===== src/hw/rtl/bmf_pkg.sv =====
// Shared types and constants of the 3x3 box mean filter.
`default_nettype none
package bmf_pkg;

	localparam int MAX_WIDTH = 256;
	localparam int COL_W = $clog2(MAX_WIDTH);
	localparam int ROW_W = 12;
	localparam int PIX_W = 8;
	localparam int COLSUM_W = 10;
	localparam int SUM_W = 12;

	// floor(s / 9) equals (s * 7282) >> 16 for every s up to 2295.
	localparam int RECIP_SHIFT = 16;
	localparam logic [SUM_W:0] RECIP9 = 13'd7282;
	localparam int PROD_W = 2 * SUM_W + 1;

	localparam int Q_DEPTH = 4;
	localparam int Q_PTR_W = $clog2(Q_DEPTH);
	localparam int Q_CNT_W = Q_PTR_W + 1;

	localparam int CLAMP_W = 8;
	localparam int WIDTH_W = 9;
	localparam int HEIGHT_W = 13;

	localparam logic [CLAMP_W-1:0] CLAMP_RESET = 8'd225;
	localparam logic [WIDTH_W-1:0] WIDTH_RESET = 9'd256;
	localparam logic [HEIGHT_W-1:0] HEIGHT_RESET = 13'd256;
	localparam logic [WIDTH_W-1:0] WIDTH_MIN = 9'd3;
	localparam logic [WIDTH_W-1:0] WIDTH_MAX = 9'(MAX_WIDTH);
	localparam logic [HEIGHT_W-1:0] HEIGHT_MIN = 13'd3;
	localparam logic [HEIGHT_W-1:0] HEIGHT_MAX = 13'd4096;

	localparam int ADDR_W = 4;
	localparam logic [1:0] REG_CLAMP_HIGH = 2'd0;
	localparam logic [1:0] REG_LINE_WIDTH = 2'd1;
	localparam logic [1:0] REG_FRAME_HEIGHT = 2'd2;

	typedef struct packed {
		logic [CLAMP_W-1:0] clamp_high;
		logic [WIDTH_W-1:0] line_width;
		logic [HEIGHT_W-1:0] frame_height;
	} cfg_t;

	typedef struct packed {
		logic [SUM_W-1:0] sum;
		logic last;
	} sum_item_t;

	typedef struct packed {
		logic [PIX_W-1:0] above;
		logic [PIX_W-1:0] two_above;
	} line_t;

endpackage
`default_nettype wire


===== src/hw/rtl/bmf_back.sv =====
// Back end: divide the window sum by nine, cap it and hold the output beat.
`default_nettype none
module bmf_back (
	input wire logic clk,
	input wire logic arst_n,
	input wire bmf_pkg::cfg_t cfg,
	input wire logic q_empty,
	input wire bmf_pkg::sum_item_t q_head,
	output logic q_pop,
	output logic m_tvalid,
	input wire logic m_tready,
	output logic [7:0] m_tdata,  // mean_value
	output logic m_tlast         // last_of_frame
);

	logic v_b1, last_b1, load_b1, load_b2;
	logic [bmf_pkg::PROD_W-1:0] prod_b1;
	logic [bmf_pkg::PIX_W-1:0] mean_b1, capped_b1;

	assign load_b2 = v_b1 & (~m_tvalid | m_tready);
	assign load_b1 = ~v_b1 | load_b2;
	assign q_pop = load_b1 & ~q_empty;

	always_ff @(posedge clk or negedge arst_n) begin
		if (!arst_n) begin
			v_b1 <= 1'b0;
			m_tvalid <= 1'b0;
		end else begin
			if (load_b1) v_b1 <= ~q_empty;
			if (load_b2) m_tvalid <= 1'b1;
			else if (m_tready) m_tvalid <= 1'b0;
		end
	end

	assign mean_b1 = bmf_pkg::PIX_W'(prod_b1 >> bmf_pkg::RECIP_SHIFT);
	assign capped_b1 = (mean_b1 > cfg.clamp_high) ? cfg.clamp_high : mean_b1;

	always_ff @(posedge clk) begin
		if (q_pop) begin
			prod_b1 <= bmf_pkg::PROD_W'(q_head.sum) * bmf_pkg::PROD_W'(bmf_pkg::RECIP9);
			last_b1 <= q_head.last;
		end
		if (load_b2) begin
			m_tdata <= capped_b1;
			m_tlast <= last_b1;
		end
	end

endmodule
`default_nettype wire

===== config.mk =====
export PLATFORM = sky130hd
export DESIGN_NAME = bmf_back
export DESIGN_NICKNAME = d
export VERILOG_FILES = /design/src/hw/rtl/bmf_pkg.sv /design/src/hw/rtl/bmf_back.sv
export SDC_FILE = /design/constraint.sdc
export NUM_CORES = 1
export LEC_CHECK = 0
export BUFFER_PORTS_ARGS = -buffer_cell sky130_fd_sc_hd__buf_2
export CELL_PAD_IN_SITES_DETAIL_PLACEMENT = 1
export CELL_PAD_IN_SITES_GLOBAL_PLACEMENT = 2
export CORE_AREA = 2 2 94 96
export DETAILED_ROUTE_END_ITERATION = 7
export DIE_AREA = 0 0 96 98
export PLACE_DENSITY = 0.82
export SLEW_MARGIN = 20
export SYNTH_ARGS = -nofsm -noshare
export SYNTH_HDL_FRONTEND = slang
export SYNTH_SLANG_ARGS = --single-unit

===== constraint.sdc =====
create_clock -name clk -period 6.7 [get_ports clk]
set_clock_uncertainty 0.2 [all_clocks]
set_input_delay 1.34 -clock clk [delete_from_list [all_inputs] [get_ports clk]]
set_output_delay 1.34 -clock clk [all_outputs]
set_load 0.005 [all_outputs]

==> impl_metrics.env <==
export IMPL_num_nets_final=504
export IMPL_vias=2238
export IMPL_post_cts_buffers=0
export IMPL_hold_end="m_tlast"
export IMPL_wl_per_cell_um=14.5
export IMPL_final_core_util_pct=41.6
export IMPL_path_clk_slew_ns=0.08
export IMPL_syn_inst=317
export IMPL_clockPowerShare_pct=8.4
export IMPL_start_util_pct=37.3
export IMPL_cts_hold_buf=0
export IMPL_syn_area_mm2=0.00316
export IMPL_overflow=0
export IMPL_period_share_pct=84.9
export IMPL_fin_crit_ns=5.69
export IMPL_track_usage_pct=15.5
export IMPL_crit_type="in2reg"
export IMPL_ys_seq_elements=20
export IMPL_slew_headroom_pct=34.0
export IMPL_hold_viol_final=0
export IMPL_crit_fanout=3
export IMPL_worstReg2RegEnd="m_tdata[1]"
export IMPL_syn_num_nets=468
export IMPL_r2r_start="prod_b1[23]"
export IMPL_first_pass_iters=4
export IMPL_required_ns=6.52
export IMPL_ys_seq_area_share_pct=18.7
export IMPL_slew_viol_final=0
export IMPL_holdWs_ns=0.232
export IMPL_cts_tree="built"
export IMPL_finalSetupTns_ns=0
export IMPL_synth_warnings=0
export IMPL_cts_resized=0
export IMPL_dieArea_mm2=0.00941
export IMPL_cts_sinks=20
export IMPL_antenna_found_initial=0
export IMPL_drt_wl_total_um=6670
export IMPL_power_leakage_nw=1.84
export IMPL_holdPathStages=0
export IMPL_grt_max_degree=13
export IMPL_cts_buffers=3
export IMPL_die_w_um=96
export IMPL_layout_common_cells="inv_1 (79), ha_1 (75), buf_2 (35), fa_1 (29), edfxtp_1 (18)"
export IMPL_p_seq_share_pct=16.0
export IMPL_die_h_um=98
export IMPL_intPower_mw=0.758
export IMPL_tightest_slew_ns=0.990
export IMPL_rsz0062_at_grt="no"
export IMPL_htree_num_levels=1
export IMPL_grt_pass1_wl_um=11500
export IMPL_fmax_mhz=176
export IMPL_avgSynthCellArea_um2=9.97
export IMPL_syn_to_final_growth_pct=11.4
export IMPL_swShare_pct=47.7
export IMPL_core_area_mm2=0.00847
export IMPL_arrival_ns=5.51
export IMPL_vdd_drop_max_mv=0.124
export IMPL_hp_start="last_b1"
export IMPL_drive_above_1_share_pct=15.1
export IMPL_numPortBuffers=35
export IMPL_first_global_vias=2523
export IMPL_power_density_mw_per_mm2=411
export IMPL_drt_iter0_drc=64
export IMPL_synth_cell_types=36
export IMPL_cp_start_kind="input port"
export IMPL_endpoint_kind="flip-flop"
export IMPL_clkLatencyLatePin_ns=0.26
export IMPL_ff2ff_setup_slack_ns=4.29
export IMPL_pin_count=58
export IMPL_core_rowCount=34
export IMPL_dp_hpwl_um=6010
export IMPL_drc_errors=0
export IMPL_final_common_cell="inv_1"
export IMPL_place_gp_congestion=0.829
export IMPL_clockRootBuffer="clkbuf_8"
export IMPL_p_sw_mw=0.691
export IMPL_rr_worst_depth=5
export IMPL_n_antenna_cell=0
export IMPL_vias_per_cell=4.87
export IMPL_cap_viol_max_count=0
export IMPL_setup_viol=0
export IMPL_p_comb_share_pct=75.6
export IMPL_antenna_left=0
export IMPL_status="finished, final reports clean"
export IMPL_final_fill_count=996
export IMPL_cts_max_path_buffers=2
export IMPL_min_path_type="reg2reg"
==> cells by family (layout without fill, tap and decap cells) <==
logic type               Yosys count  in the layout  share of synthesized area, %
AO/OA/AOI/OAI                     49             49                          10.6
XOR/XNOR                          11             11                          3.05
adder cells (fa/ha/maj)          104            104                          48.1
buffers and inverters             83            118                          10.0
flip-flops                        20             20                          18.7
multiplexers                       8              8                          2.85
AND/OR/NAND/NOR                   42             42                          6.69
==> synth_stat cells <==
library cell	n	area, um^2
nand3_1	3	15.0
nor3b_1	1	7.51
a211o_1	1	8.76
o211ai_1	4	30.0
o22ai_1	2	12.5
a22o_2	1	10.0
and3_1	1	6.26
fa_1	29	581
mux2_2	8	90.1
o21ai_1	3	15.0
a21oi_2	2	17.5
nand4_1	5	31.3
buf_2	3	15.0
a221o_1	1	10.0
a21oi_1	15	75.1
clkbuf_2	1	5.00
a32oi_2	1	16.3
and4_1	1	8.76
nand2b_1	6	37.5
nand2_1	13	48.8
a2111oi_2	1	15.0
and4b_1	1	10.0
edfxtp_1	18	541
and2_1	1	6.26
dfrtp_1	2	50.1
nor2b_1	1	6.26
nor2_1	9	33.8
ha_1	75	938
o21ai_0	7	35.0
a21o_1	4	30.0
o221ai_1	3	26.3
xnor2_1	6	52.6
o21a_1	3	22.5
xor2_1	5	43.8
a22oi_2	1	12.5
inv_1	79	297
==> sequential cells by signal, summed over array words and instances, names as in the netlist <==
| register | count |
|---|---|
| m_tdata | 8 |
| last_b1 | 1 |
| m_tlast | 1 |
| prod_b1 | 8 |
| m_tvalid | 1 |
| v_b1 | 1 |
==> metrics by stage <==
stage / cell area (um^2) / power, mW / cells / worst slack, ns
2_1_floorplan: 3160 / 1.07 / 317 / 1.11
3_3_place_gp: 3450 / 1.30 / 456 / 0.760
3_5_place_dp: 3450 / 1.33 / 456 / 0.713
4_1_cts: 3520 / 1.47 / 460 / 1.02
5_1_grt: 3520 / 1.64 / 460 / 0.798
6_report: 3520 / 1.45 / 460 / 1.01
==> critical path, cell delays in order <==
cell,delay (ns)
buf_2,0.13
fa_1,0.50
ha_1,0.34
inv_1,0.07
fa_1,0.53
inv_1,0.06
fa_1,0.53
inv_1,0.05
fa_1,0.53
inv_1,0.04
ha_1,0.22
a2111oi_2,0.35
o21ai_1,0.16
a22oi_2,0.23
a21oi_2,0.10
a221o_1,0.33
==> per-layer routing <==
metal  GRT usage, %  up-vias  share of wire [%]
met4           2.64        0               0.69
met1           19.9     1077                 46
met5              0        -                  0
li1               -     1127                  -
met2           28.7       30                 51
met3          0.617        4                2.2
==> power by group through the flow <==
stage	Clock, mW	Sequential, mW	Combinational, mW
4_1_cts	0.126	0.233	1.11
3_3_place_gp	0	0.232	1.07
3_5_place_dp	0	0.235	1.10
5_1_grt	0.128	0.236	1.27
2_1_floorplan	0	0.231	0.838
6_report	0.122	0.232	1.10
==> layout make-up <==
cell class | count | area [um^2] | share of cell area, %
clock buffer | 3 | 41.3 | 1.17
clock inverter | 1 | 30.0 | 0.853
inverter | 79 | 297 | 8.42
multi-input combinational | 214 | 2250 | 64.0
sequential | 20 | 591 | 16.8
tap | 108 | 135 | 3.84
timing repair buffer | 35 | 175 | 4.97
==> worst max-delay path by stage <==
stage | startpoint | endpoint | slack, ns | cells after the start
finish | q_head[2] | prod_b1[22] | 1.01 | 16
global route | q_head[2] | prod_b1[22] | 0.80 | 16
CTS | q_head[2] | prod_b1[22] | 1.02 | 16
detailed placement | q_head[2] | prod_b1[22] | 0.71 | 16
global placement | q_head[2] | prod_b1[22] | 0.76 | 16
floorplan | q_head[2] | prod_b1[22] | 1.11 | 15
(Power assumes the default switching activity.)
