File: src/hw/rtl/bmf_pkg.sv
// Shared types and constants of the 3x3 box mean filter.
`default_nettype none
package bmf_pkg;

	localparam int MAX_WIDTH = 256;
	localparam int COL_W = $clog2(MAX_WIDTH);
	localparam int ROW_W = 12;
	localparam int PIX_W = 8;
	localparam int COLSUM_W = 10;
	localparam int SUM_W = 12;

	// floor(s / 9) equals (s * 7282) >> 16 for every s up to 2295.
	localparam int RECIP_SHIFT = 16;
	localparam logic [SUM_W:0] RECIP9 = 13'd7282;
	localparam int PROD_W = 2 * SUM_W + 1;

	localparam int Q_DEPTH = 4;
	localparam int Q_PTR_W = $clog2(Q_DEPTH);
	localparam int Q_CNT_W = Q_PTR_W + 1;

	localparam int CLAMP_W = 8;
	localparam int WIDTH_W = 9;
	localparam int HEIGHT_W = 13;

	localparam logic [CLAMP_W-1:0] CLAMP_RESET = 8'd225;
	localparam logic [WIDTH_W-1:0] WIDTH_RESET = 9'd256;
	localparam logic [HEIGHT_W-1:0] HEIGHT_RESET = 13'd256;
	localparam logic [WIDTH_W-1:0] WIDTH_MIN = 9'd3;
	localparam logic [WIDTH_W-1:0] WIDTH_MAX = 9'(MAX_WIDTH);
	localparam logic [HEIGHT_W-1:0] HEIGHT_MIN = 13'd3;
	localparam logic [HEIGHT_W-1:0] HEIGHT_MAX = 13'd4096;

	localparam int ADDR_W = 4;
	localparam logic [1:0] REG_CLAMP_HIGH = 2'd0;
	localparam logic [1:0] REG_LINE_WIDTH = 2'd1;
	localparam logic [1:0] REG_FRAME_HEIGHT = 2'd2;

	typedef struct packed {
		logic [CLAMP_W-1:0] clamp_high;
		logic [WIDTH_W-1:0] line_width;
		logic [HEIGHT_W-1:0] frame_height;
	} cfg_t;

	typedef struct packed {
		logic [SUM_W-1:0] sum;
		logic last;
	} sum_item_t;

	typedef struct packed {
		logic [PIX_W-1:0] above;
		logic [PIX_W-1:0] two_above;
	} line_t;

endpackage
`default_nettype wire

File: src/hw/rtl/bmf_queue.sv
// Short first-word-fall-through queue between front and back end.
`default_nettype none
module bmf_queue (
	input wire logic clk,
	input wire logic arst_n,
	input wire logic push,
	input wire bmf_pkg::sum_item_t push_item,
	input wire logic pop,
	output logic empty,
	output bmf_pkg::sum_item_t head,
	output logic [bmf_pkg::Q_CNT_W-1:0] count
);

	bmf_pkg::sum_item_t q_mem [bmf_pkg::Q_DEPTH];
	logic [bmf_pkg::Q_PTR_W-1:0] wr_ptr_q, rd_ptr_q;
	logic [bmf_pkg::Q_CNT_W-1:0] count_q;
	logic do_pop;

	assign empty = count_q == '0;
	assign do_pop = pop & ~empty;
	assign head = q_mem[rd_ptr_q];
	assign count = count_q;

	always_ff @(posedge clk or negedge arst_n) begin
		if (!arst_n) begin
			wr_ptr_q <= '0;
			rd_ptr_q <= '0;
			count_q <= '0;
		end else begin
			if (push) wr_ptr_q <= wr_ptr_q + 1'b1;
			if (do_pop) rd_ptr_q <= rd_ptr_q + 1'b1;
			count_q <= count_q + {{(bmf_pkg::Q_CNT_W-1){1'b0}}, push}
				- {{(bmf_pkg::Q_CNT_W-1){1'b0}}, do_pop};
		end
	end

	always_ff @(posedge clk) begin
		if (push) q_mem[wr_ptr_q] <= push_item;
	end

endmodule
`default_nettype wire

File: config.mk
export PLATFORM = sky130hd
export DESIGN_NAME = bmf_queue
export DESIGN_NICKNAME = d
export VERILOG_FILES = /design/src/hw/rtl/bmf_pkg.sv /design/src/hw/rtl/bmf_queue.sv
export SDC_FILE = /design/constraint.sdc
export NUM_CORES = 1
export LEC_CHECK = 0
export BUFFER_PORTS_ARGS = -buffer_cell sky130_fd_sc_hd__buf_4
export CAP_MARGIN = 20
export CORE_ASPECT_RATIO = 0.5
export CORE_MARGIN = 10
export CORE_UTILIZATION = 60
export DETAILED_ROUTE_END_ITERATION = 6
export HOLD_SLACK_MARGIN = 0.12
export PLACE_DENSITY = 0.92
export SLEW_MARGIN = 30
export SYNTH_ARGS = -nofsm -noshare
export SYNTH_HDL_FRONTEND = slang
export SYNTH_SLANG_ARGS = --single-unit
File: constraint.sdc
create_clock -name clk -period 4.1 [get_ports clk]
set_input_delay 0.41 -clock clk [delete_from_list [all_inputs] [get_ports clk]]
set_output_delay 0.41 -clock clk [all_outputs]
set_load 0.01 [all_outputs]
==> run_results.csv, run 1 <==
group,metric,value,unit
timing,max_freq,0.4109,GHz
worst_setup_path,slowest_delay,880,ps
floorplanning,die-width,107.7,um
cts,numClockSinks,59,
floorplanning,io_pins,34,
detailed_routing,first_iter_violations,100,
timing,hold_violations,0,
worst_setup_path,crit_slowest_cell,"dfrtp_1",
timing,period_share,0.5935,
cts,cts_setup_buffers,0,
grt,grt_max_degree,16,
cts,path_clk_slew,60,ps
power_and_ir_drop,p_leak,1.031,nW
timing,worstMarginPinSlew,822.7,ps
grt,antenna_found_initial,0,
timing,hold_ws,286.8,ps
floorplanning,initial_core_util,0.6463,
detailed_routing,route.detailed.wl_per_inst,18.86,um
cells_and_area,final_area,2760,sq um
synth,ys_seq_area_frac,0.7535,
cts,cts_buffers,9,
timing,setup_viol,0,
power_and_ir_drop,peakVddDrop,0.5135,mV
worst_setup_path,endpoint_kind,"output pin",
hold_path,hold_path.class,"input pin to register",
placement,dpl_cell_area,2580,sq um
power_and_ir_drop,power,1.935,mW
worst_setup_path,arrival,2020,ps
synth,synthFlopType,"edfxtp_1",
timing,setup_slack,1667,ps
worst_setup_path,startpoint,"rd_ptr_q[0]$_DFFE_PN0P_",
synth,synthArstFlopShare,0.1186,
cts,cts_hold_buf,1,
worst_setup_path,cp-start-kind,"register",
placement,dp_slack,1791,ps
detailed_routing,viasPerCell,5.388,
timing,slew_headroom,0.4515,
worst_setup_path,reg2reg_to,"count[2]$_DFF_PN0_",
worst_setup_path,crit_path_end,"head[0]",
detailed_routing,wl_met2,1901,um
grt,grt.total_usage,0.1206,
flow_run,drv_cap,0,
timing,finalClockSkew,6.334,ps
floorplanning,die_h,63.83,um
placement,portBuffers,33,
worst_setup_path,cp_max_fo,15,
detailed_routing,route.met3.wl,237,um
cells_and_area,final_cells,201,
synth,syn_inst,103,
synth,synth.avg_cell_area,22.38,sq um
grt,grt.overflow.total,0,
detailed_routing,drc_errors,0,
worst_setup_path,timing.rr.start,"count[1]$_DFF_PN0_",
cells_and_area,syn_to_final_growth,19.76,%
worst_setup_path,path_cells,"mux4_1 > buf_4",
cts,cts_max_path_buffers,2,
synth,ys_ff_latch,59,
placement,place_congestion,0.6821,
cts,cts_tree,"built",
cells_and_area,final_layout_size_suffix_gt1_frac,0.3467,
detailed_routing,ant_nets,0,
detailed_routing,drt-met1-wl,1609,um
timing,period_needed,2433,ps
cells_and_area,mostFrequentLayoutCells,"edfxtp_1 (52), buf_4 (33), clkbuf_8 (11)",
floorplanning,die-area,6871,sq um
cts,htreeDepth,3,
worst_setup_path,reg2reg_depth,9,
cts,cts_root_buf,"clkbuf_8",
status,status,"completed",
timing,drv_slew,0,
detailed_routing,num_vias,1083,
detailed_routing,highest_layer,"met4",
synth,yosysWarnings,0,
worst_setup_path,reg2reg_slack,1800,ps
timing,fin_tns_setup,0,ps
detailed_routing,drt_first_pass_iters,4,
floorplanning,core,3566,sq um
synth,synth_area,2305,sq um
placement,dp_cells,184,
timing,rsz0062_at_grt,"false",
cts,clk_latency,320,ps
synth,synth_edf_count,52,
cells_and_area,fin_nets,169,
worst_setup_path,crit_type,"register to output pin",
detailed_routing,drt-total-wl,3790,um
synth,yosysUniqueCellTypes,18,
floorplanning,fp-row-count,15,
cells_and_area,utilization,0.7740,
placement,hpwl,2531,um
cts,cts_resized,0,
cells_and_area,diodes,0,
worst_setup_path,cp.required,3690,ps
power_and_ir_drop,powerDensity,701.2,nW/um^2
synth,synth_nets,127,
grt,first_global_vias,1215,
hold_path,whs_path_depth,1,
grt,grt_pass1_wl,6182,um
cells_and_area,final_common_cell,"edfxtp_1",
[cell type report]
class	count	area [sq um]
Tap cell	51	63.81
Multi-Input combinational cell	34	505.5
Timing Repair Buffer	34	257.7
Clock buffer	16	170.2
Inverter	7	26.28
Fill cell	196	805.8
Sequential cell	59	1737
[power by group]
part           switching (mW)  total (mW)  internal (mW)
clock                   0.194       0.447          0.254
sequential              0.121       0.922          0.801
combinational           0.244       0.566          0.322
total                   0.558        1.94           1.38
[kinds of logic (layout without fill, tap and decap cells)]
| family | Yosys count | in the layout | synth area share |
|---|---|---|---|
| DFF | 59 | 59 | 0.7535 |
| muxes | 13 | 13 | 0.1352 |
| buffers and inverters | 10 | 57 | 0.02714 |
| adders and majority gates | 7 | 7 | 0.04126 |
| and+or+nand+nor | 6 | 6 | 0.01465 |
| xor gates and xnor gates | 5 | 5 | 0.01900 |
| AOI/OAI and AO/OA | 3 | 3 | 0.009229 |
[metal layers]
metal | vias to the layer above | global-route usage
met1 | 540 | 0.1385
met5 | - | 0
met4 | 0 | 0.04967
met3 | 8 | 0.05400
met2 | 37 | 0.1943
li1 | 498 | -
[critical path, delay by kind of cell (launching register included)]
kind                   cells  cell delay (ps)
muxes                      1              660
buffers and inverters      1              170
DFF                        1              880
[registers in the layout, summed over array words and instances, names as in the netlist]
| name | cells |
|---|---|
| q_mem | 52 |
| count | 3 |
| rd_ptr_q | 2 |
| wr_ptr_q | 2 |
[Yosys cell counts (all sizes together) (3+ instances only)]
cell,count,area share
edfxtp,52,0.68
buf,3,0.016
mux4,13,0.14
and2,4,0.011
xnor2,4,0.015
dfrtp,7,0.076
inv,7,0.011
ha,6,0.033
[how the worst min path moves through the flow]
stage | start | end | slack, ps
detailed placement | arst_n | count[2]$_DFF_PN0_ | 230
global placement | arst_n | count[2]$_DFF_PN0_ | 230
global route | push_item[1] | q_mem[3][1]$_DFFE_PP_ | 270
CTS | push_item[3] | q_mem[0][3]$_DFFE_PP_ | 270
floorplan | arst_n | count[0]$_DFF_PN0_ | 110
finish | push_item[3] | q_mem[2][3]$_DFFE_PP_ | 290
No activity file was read; power rests on OpenSTA's default activity.
==> inputs of run 2 (changes only) <==
CORE_UTILIZATION = 55   (was 60)
PLACE_DENSITY = 0.86   (was 0.92)
clock period = 2.35 ns   (was 4.1 ns; I/O delays follow)
==> run_results.csv, run 2 (synthesis gave the netlist of run 1 again) <==
group,metric,value,unit
status,status,"completed",
cells_and_area,mostFrequentLayoutCells,"edfxtp_1 (52), buf_4 (33), dlygate4sd3_1 (14)",
detailed_routing,ant_nets,0,
timing,period_needed,2215,ps
grt,antenna_found_initial,0,
cells_and_area,syn_to_final_growth,29.10,%
placement,portBuffers,33,
hold_path,hold_path.class,"input pin to register",
grt,grt.total_usage,0.1326,
timing,hold_violations,0,
grt,grt_max_degree,15,
timing,period_share,0.9427,
timing,slew_headroom,0.5314,
cts,cts_root_buf,"clkbuf_8",
cts,cts_setup_buffers,0,
timing,drv_slew,0,
worst_setup_path,cp-start-kind,"register",
floorplanning,initial_core_util,0.5814,
cts,cts_tree,"built",
detailed_routing,drt_first_pass_iters,4,
timing,rsz0062_at_grt,"false",
timing,worstMarginPinSlew,702.9,ps
timing,setup_slack,134.8,ps
floorplanning,die_h,65.78,um
floorplanning,io_pins,34,
detailed_routing,viasPerCell,5.404,
worst_setup_path,crit_type,"register to register",
cts,clk_latency,330,ps
timing,finalClockSkew,5.751,ps
cts,cts_hold_buf,14,
worst_setup_path,endpoint_kind,"register",
cells_and_area,largest_reg_flops,52,
worst_setup_path,cp.required,2560,ps
cells_and_area,fin_nets,183,
power_and_ir_drop,powerDensity,1269,nW/um^2
detailed_routing,num_vias,1178,
cts,cts_max_path_buffers,2,
cts,path_clk_slew,60,ps
worst_setup_path,arrival,2430,ps
cts,cts_resized,0,
detailed_routing,route.detailed.wl_per_inst,21.06,um
timing,max_freq,0.4514,GHz
timing,fin_tns_setup,0,ps
detailed_routing,first_iter_violations,80,
floorplanning,fp-row-count,16,
power_and_ir_drop,peakVddDrop,0.8196,mV
cts,htreeDepth,3,
grt,grt.overflow.total,0,
detailed_routing,drt-total-wl,4591,um
floorplanning,core,3964,sq um
cells_and_area,final_layout_size_suffix_gt1_frac,0.3415,
flow_run,drv_cap,0,
floorplanning,die-width,111.5,um
placement,dp_slack,138.9,ps
grt,grt_pass1_wl,6962,um
cells_and_area,diodes,0,
detailed_routing,drc_errors,0,
grt,first_global_vias,1289,
worst_setup_path,cp_max_fo,6,
floorplanning,die-area,7337,sq um
timing,setup_viol,0,
cells_and_area,final_common_cell,"edfxtp_1",
placement,place_congestion,0.6520,
power_and_ir_drop,p_leak,1.127,nW
cts,numClockSinks,59,
placement,hpwl,2559,um
cts,cts_buffers,9,
cells_and_area,top_register,"q_mem",
## run 2: cell count changes in the layout (fill, tap and decap cells not counted)
| cell | before | now |
|---|---|---|
| dlygate4sd3_1 | 1 | 14 |
| clkbuf_1 | 5 | 1 |
| bufinv_16 | 0 | 3 |
| clkbuf_8 | 11 | 9 |
| clkinv_2 | 0 | 2 |
| buf_12 | 0 | 1 |
| clkinv_1 | 0 | 1 |
## run 2: final cells by class
class / count / area [sq um]
repair buffers: 48 / 407.9
clock inverters: 6 / 103.9
well taps: 54 / 67.56
clock buffers: 10 / 127.6
inverters: 7 / 26.28
multi-input cells: 34 / 505.5
fillers: 221 / 988.4
flip-flops and latches: 59 / 1737
## run 2: worst paths after layout
kind                                          from                 endpoint  slack [ps]  cells after the start
setup reg to reg                count[1]$_DFF_PN0_       count[2]$_DFF_PN0_         130                      9
hold reg to reg            wr_ptr_q[0]$_DFFE_PN0P_  wr_ptr_q[0]$_DFFE_PN0P_         550                      1
min in group asynchronous                   arst_n       count[0]$_DFF_PN0_         250                      2
setup / recovery                count[1]$_DFF_PN0_       count[2]$_DFF_PN0_         130                      9
max in group asynchronous                   arst_n  rd_ptr_q[1]$_DFFE_PN0P_        1980                      2
hold / removal                                push  wr_ptr_q[0]$_DFFE_PN0P_         140                      2
## run 2: stage by stage
| step | std cells | utilization | power [mW] | hold slack, ps | instance area [sq um] |
|---|---|---|---|---|---|
| floorplan | 103 | - | 2.230 | -60.59 | 2305 |
| global placement | 188 | 0.6569 | 2.646 | 51.12 | 2604 |
| detailed placement | 188 | 0.6569 | 2.695 | 51.57 | 2604 |
| CTS | 218 | 0.7506 | 3.790 | 134.9 | 2975 |
| global route | 218 | 0.7506 | 3.954 | 132.6 | 2975 |
| finish | 218 | 0.7506 | 3.776 | 140.7 | 2975 |
## run 2: report_power, final
group	switching, mW	total (mW)	internal [mW]
clock network	0.376	1.07	0.697
registers	0.185	1.58	1.40
logic	0.507	1.12	0.612
total	1.07	3.78	2.71
## run 2: worst max-delay path, stage by stage (launching register included)
cell	delay, ps
dfrtp_1	460
o31ai_1	390
inv_1	90
ha_1	270
inv_1	50
ha_1	130
inv_1	50
fa_1	370
xnor2_1	140
xnor2_1	130
## run 2: per-layer routing
metal,vias up,global-route usage,wire (um)
met5,-,0,0
met4,0,0.07325,95
met2,34,0.2297,2472
met1,611,0.1280,1754
met3,8,0.07065,269
li1,525,-,-
==> inputs of run 3 (changes only) <==
ABC_AREA = 1   (was default)
CORE_UTILIZATION = 56   (was 55)
PLACE_DENSITY = 0.87   (was 0.86)
SETUP_SLACK_MARGIN = 0.2   (was default)
==> run_results.csv, run 3 <==
group,metric,value,unit
detailed_routing,drt-total-wl,5215,um
hold_path,min_from,"push",
timing,period_needed,1974,ps
cts,cts_resized,0,
flow_run,drv_cap,0,
synth,synth_top_area_frac,0.6240,
grt,grt_max_degree,30,
grt,first_global_vias,1655,
worst_setup_path,endpoint_kind,"register",
timing,drv_slew,0,
cts,clk_latency,330,ps
power_and_ir_drop,p_leak,1.341,nW
synth,yosysUniqueCellTypes,16,
floorplanning,fp-row-count,17,
synth,yosysWarnings,0,
power_and_ir_drop,combPwrFrac,0.389,
grt,grt.total_usage,0.1402,
cells_and_area,fin_nets,292,
timing,period_share,0.8401,
cells_and_area,top_register,"q_mem",
cts,cts_buffers,9,
timing,slew_headroom,0.5779,
floorplanning,die-width,114.5,um
grt,grt.overflow.total,0,
grt,grt_pass1_wl,8162,um
worst_setup_path,cp-start-kind,"register",
synth,synth_compound_area_frac,0.05400,
cells_and_area,largest_reg_flops,52,
synth,netlist.top_cell.by_area,"edfxtp_1",
synth,ys_top_cells_by_area,"edfxtp_1 (62%), nand2_1 (8.3%), dfrtp_1 (7.0%)",
synth,synth.avg_cell_area,11.48,sq um
hold_path,whs_path_depth,2,
cts,cts_root_buf,"clkbuf_8",
placement,portBuffers,33,
detailed_routing,drt_first_pass_iters,4,
power_and_ir_drop,switching_share,0.3663,
power_and_ir_drop,seqPwrFrac,0.415,
cells_and_area,final_common_cell,"nand2_1",
cts,numClockSinks,59,
detailed_routing,num_vias,1676,
detailed_routing,route.detailed.wl_per_inst,15.80,um
synth,synthFlopType,"edfxtp_1",
placement,hpwl,3122,um
timing,finalClockSkew,3.726,ps
hold_path,holdPathEnd,"wr_ptr_q[0]$_DFFE_PN0P_",
timing,rsz0062_at_grt,"false",
worst_setup_path,arrival,2190,ps
worst_setup_path,reg2reg_slack,380,ps
detailed_routing,drc_errors,0,
synth,synth_top_family_by_area,"simple AND/OR/NAND/NOR gates",
synth,synthArstFlopShare,0.1186,
synth,synth_simple_gate_area_frac,0.1270,
cts,path_clk_slew,60,ps
power_and_ir_drop,p_switching,1.357,mW
detailed_routing,viasPerCell,5.079,
synth,synth.most_common_cell,"nand2_1",
cts,cts_hold_buf,14,
worst_setup_path,timing.rr.start,"count[1]$_DFF_PN0_",
cts,cts_max_path_buffers,2,
floorplanning,core,4360,sq um
cells_and_area,final_layout_size_suffix_gt1_frac,0.1722,
timing,setup_viol,0,
worst_setup_path,reg2reg_depth,11,
floorplanning,die-area,7705,sq um
detailed_routing,first_iter_violations,145,
synth,ys_seq_area_frac,0.6940,
power_and_ir_drop,pwr-share-clk,0.196,
timing,hold_violations,0,
worst_setup_path,crit_top_cell,"nand2_1",
status,status,"completed",
synth,synth_fa_ha_area_frac,0.03800,
grt,antenna_found_initial,0,
cts,cts_setup_buffers,0,
floorplanning,initial_core_util,0.5739,
cts,cts_tree,"built",
power_and_ir_drop,p_int,2.349,mW
synth,ys_top_cells_by_count,"nand2_1 (55), edfxtp_1 (52), inv_1 (27), nor2_1 (27), o21ai_1 (22)",
synth,synth_nets,242,
synth,syn_inst,218,
placement,place_congestion,0.7100,
worst_setup_path,cp.required,2570,ps
worst_setup_path,path_cells,"nor2_1 > nand2_1 > nand2_1 > inv_1 > ha_1 > inv_1 > ha_1 > inv_1 > fa_1 > nand2_1 > nand2_1",
synth,ys_ff_latch,59,
floorplanning,die_h,67.27,um
worst_setup_path,crit_slowest_cell,"dfrtp_1",
detailed_routing,ant_nets,0,
synth,synth_edf_count,52,
worst_setup_path,slowest_delay,450,ps
timing,max_freq,0.5065,GHz
worst_setup_path,crit_type,"register to register",
synth,synth_xor_xnor_area_share,0.01050,
cells_and_area,utilization,0.6999,
power_and_ir_drop,peakVddDrop,0.6616,mV
timing,worstMarginPinSlew,632.5,ps
power_and_ir_drop,powerDensity,1214,nW/um^2
timing,fin_tns_setup,0,ps
hold_path,hold_path.class,"input pin to register",
worst_setup_path,reg2reg_to,"count[2]$_DFF_PN0_",
power_and_ir_drop,power,3.706,mW
synth,synth_area,2502,sq um
cells_and_area,diodes,0,
cells_and_area,syn_to_final_growth,21.95,%
synth,yosys-mux-area-fraction,0,
cells_and_area,mostFrequentLayoutCells,"nand2_1 (55), edfxtp_1 (52), buf_4 (33)",
worst_setup_path,cp_max_fo,5,
cts,htreeDepth,3,
floorplanning,io_pins,34,
[run 3: cell count changes after synthesis, moves of 4 or more]
cell / delta
nand2_1: +54
o21ai_1: +22
o21ai_0: +4
mux4_1: -5
and2_1: -4
inv_1: +20
nor2_1: +27
buf_6: +5
mux4_2: -8
[run 3: power groups by stage]
| stage | Clock (mW) | Sequential (mW) | Combinational, mW |
|---|---|---|---|
| finish | 0.726 | 1.54 | 1.44 |
| global route | 0.788 | 1.56 | 1.61 |
| CTS | 0.721 | 1.53 | 1.45 |
| detailed placement | 0 | 1.55 | 1.41 |
| global placement | 0 | 1.53 | 1.33 |
| floorplan | 0 | 1.50 | 0.943 |
[run 3: cell families after synthesis]
group	Yosys count
and+or+nand+nor	84
xor gates and xnor gates	3
DFF	59
AOI/OAI and AO/OA	27
adders and majority gates	7
buffers and inverters	38
[run 3: metrics by stage]
stage / setup WS (ps) / std cells / hold slack [ps] / instance area (sq um)
2_1_floorplan: 476.0 / 218 / -60.59 / 2502
3_3_place_gp: 468.5 / 300 / 50.51 / 2759
3_5_place_dp: 387.1 / 300 / 54.17 / 2759
4_1_cts: 376.7 / 330 / 134.6 / 3052
5_1_grt: 247.6 / 330 / 154.6 / 3052
6_report: 375.8 / 330 / 148.9 / 3052
[run 3: layer usage]
| metal | global-route usage | vias up | share of wire |
|---|---|---|---|
| met3 | 0.03537 | 8 | 0.056 |
| met4 | 0.08851 | 0 | 0.022 |
| li1 | - | 804 | - |
| met2 | 0.2479 | 68 | 0.52 |
| met5 | 0 | - | 0 |
| met1 | 0.1520 | 796 | 0.40 |
[run 3: layout make-up]
class / instances / area, sq um
Sequential cell: 59 / 1737
Fill cell: 266 / 1309
Multi-Input combinational cell: 121 / 574.3
Timing Repair Buffer: 48 / 407.9
Clock buffer: 12 / 135.1
Inverter: 29 / 108.9
Tap cell: 57 / 71.32
Clock inverter: 4 / 17.52
[run 3: how the worst max path moves through the flow]
| stage | cells past startpoint | to | slack, ps | startpoint |
|---|---|---|---|---|
| 2_1_floorplan | 10 | count[1]$_DFF_PN0_ | 480 | count[1]$_DFF_PN0_ |
| 3_3_place_gp | 10 | count[1]$_DFF_PN0_ | 470 | count[1]$_DFF_PN0_ |
| 3_5_place_dp | 11 | count[2]$_DFF_PN0_ | 390 | count[1]$_DFF_PN0_ |
| 4_1_cts | 12 | count[2]$_DFF_PN0_ | 380 | count[1]$_DFF_PN0_ |
| 5_1_grt | 12 | count[2]$_DFF_PN0_ | 250 | count[1]$_DFF_PN0_ |
| 6_report | 11 | count[2]$_DFF_PN0_ | 380 | count[1]$_DFF_PN0_ |
[run 3: critical path: cells and delay by family, from the launching register on]
family                     cells  cell delay [ps]
adders and majority gates      3              780
and+or+nand+nor                5              480
DFF                            1              450
buffers and inverters          3              160
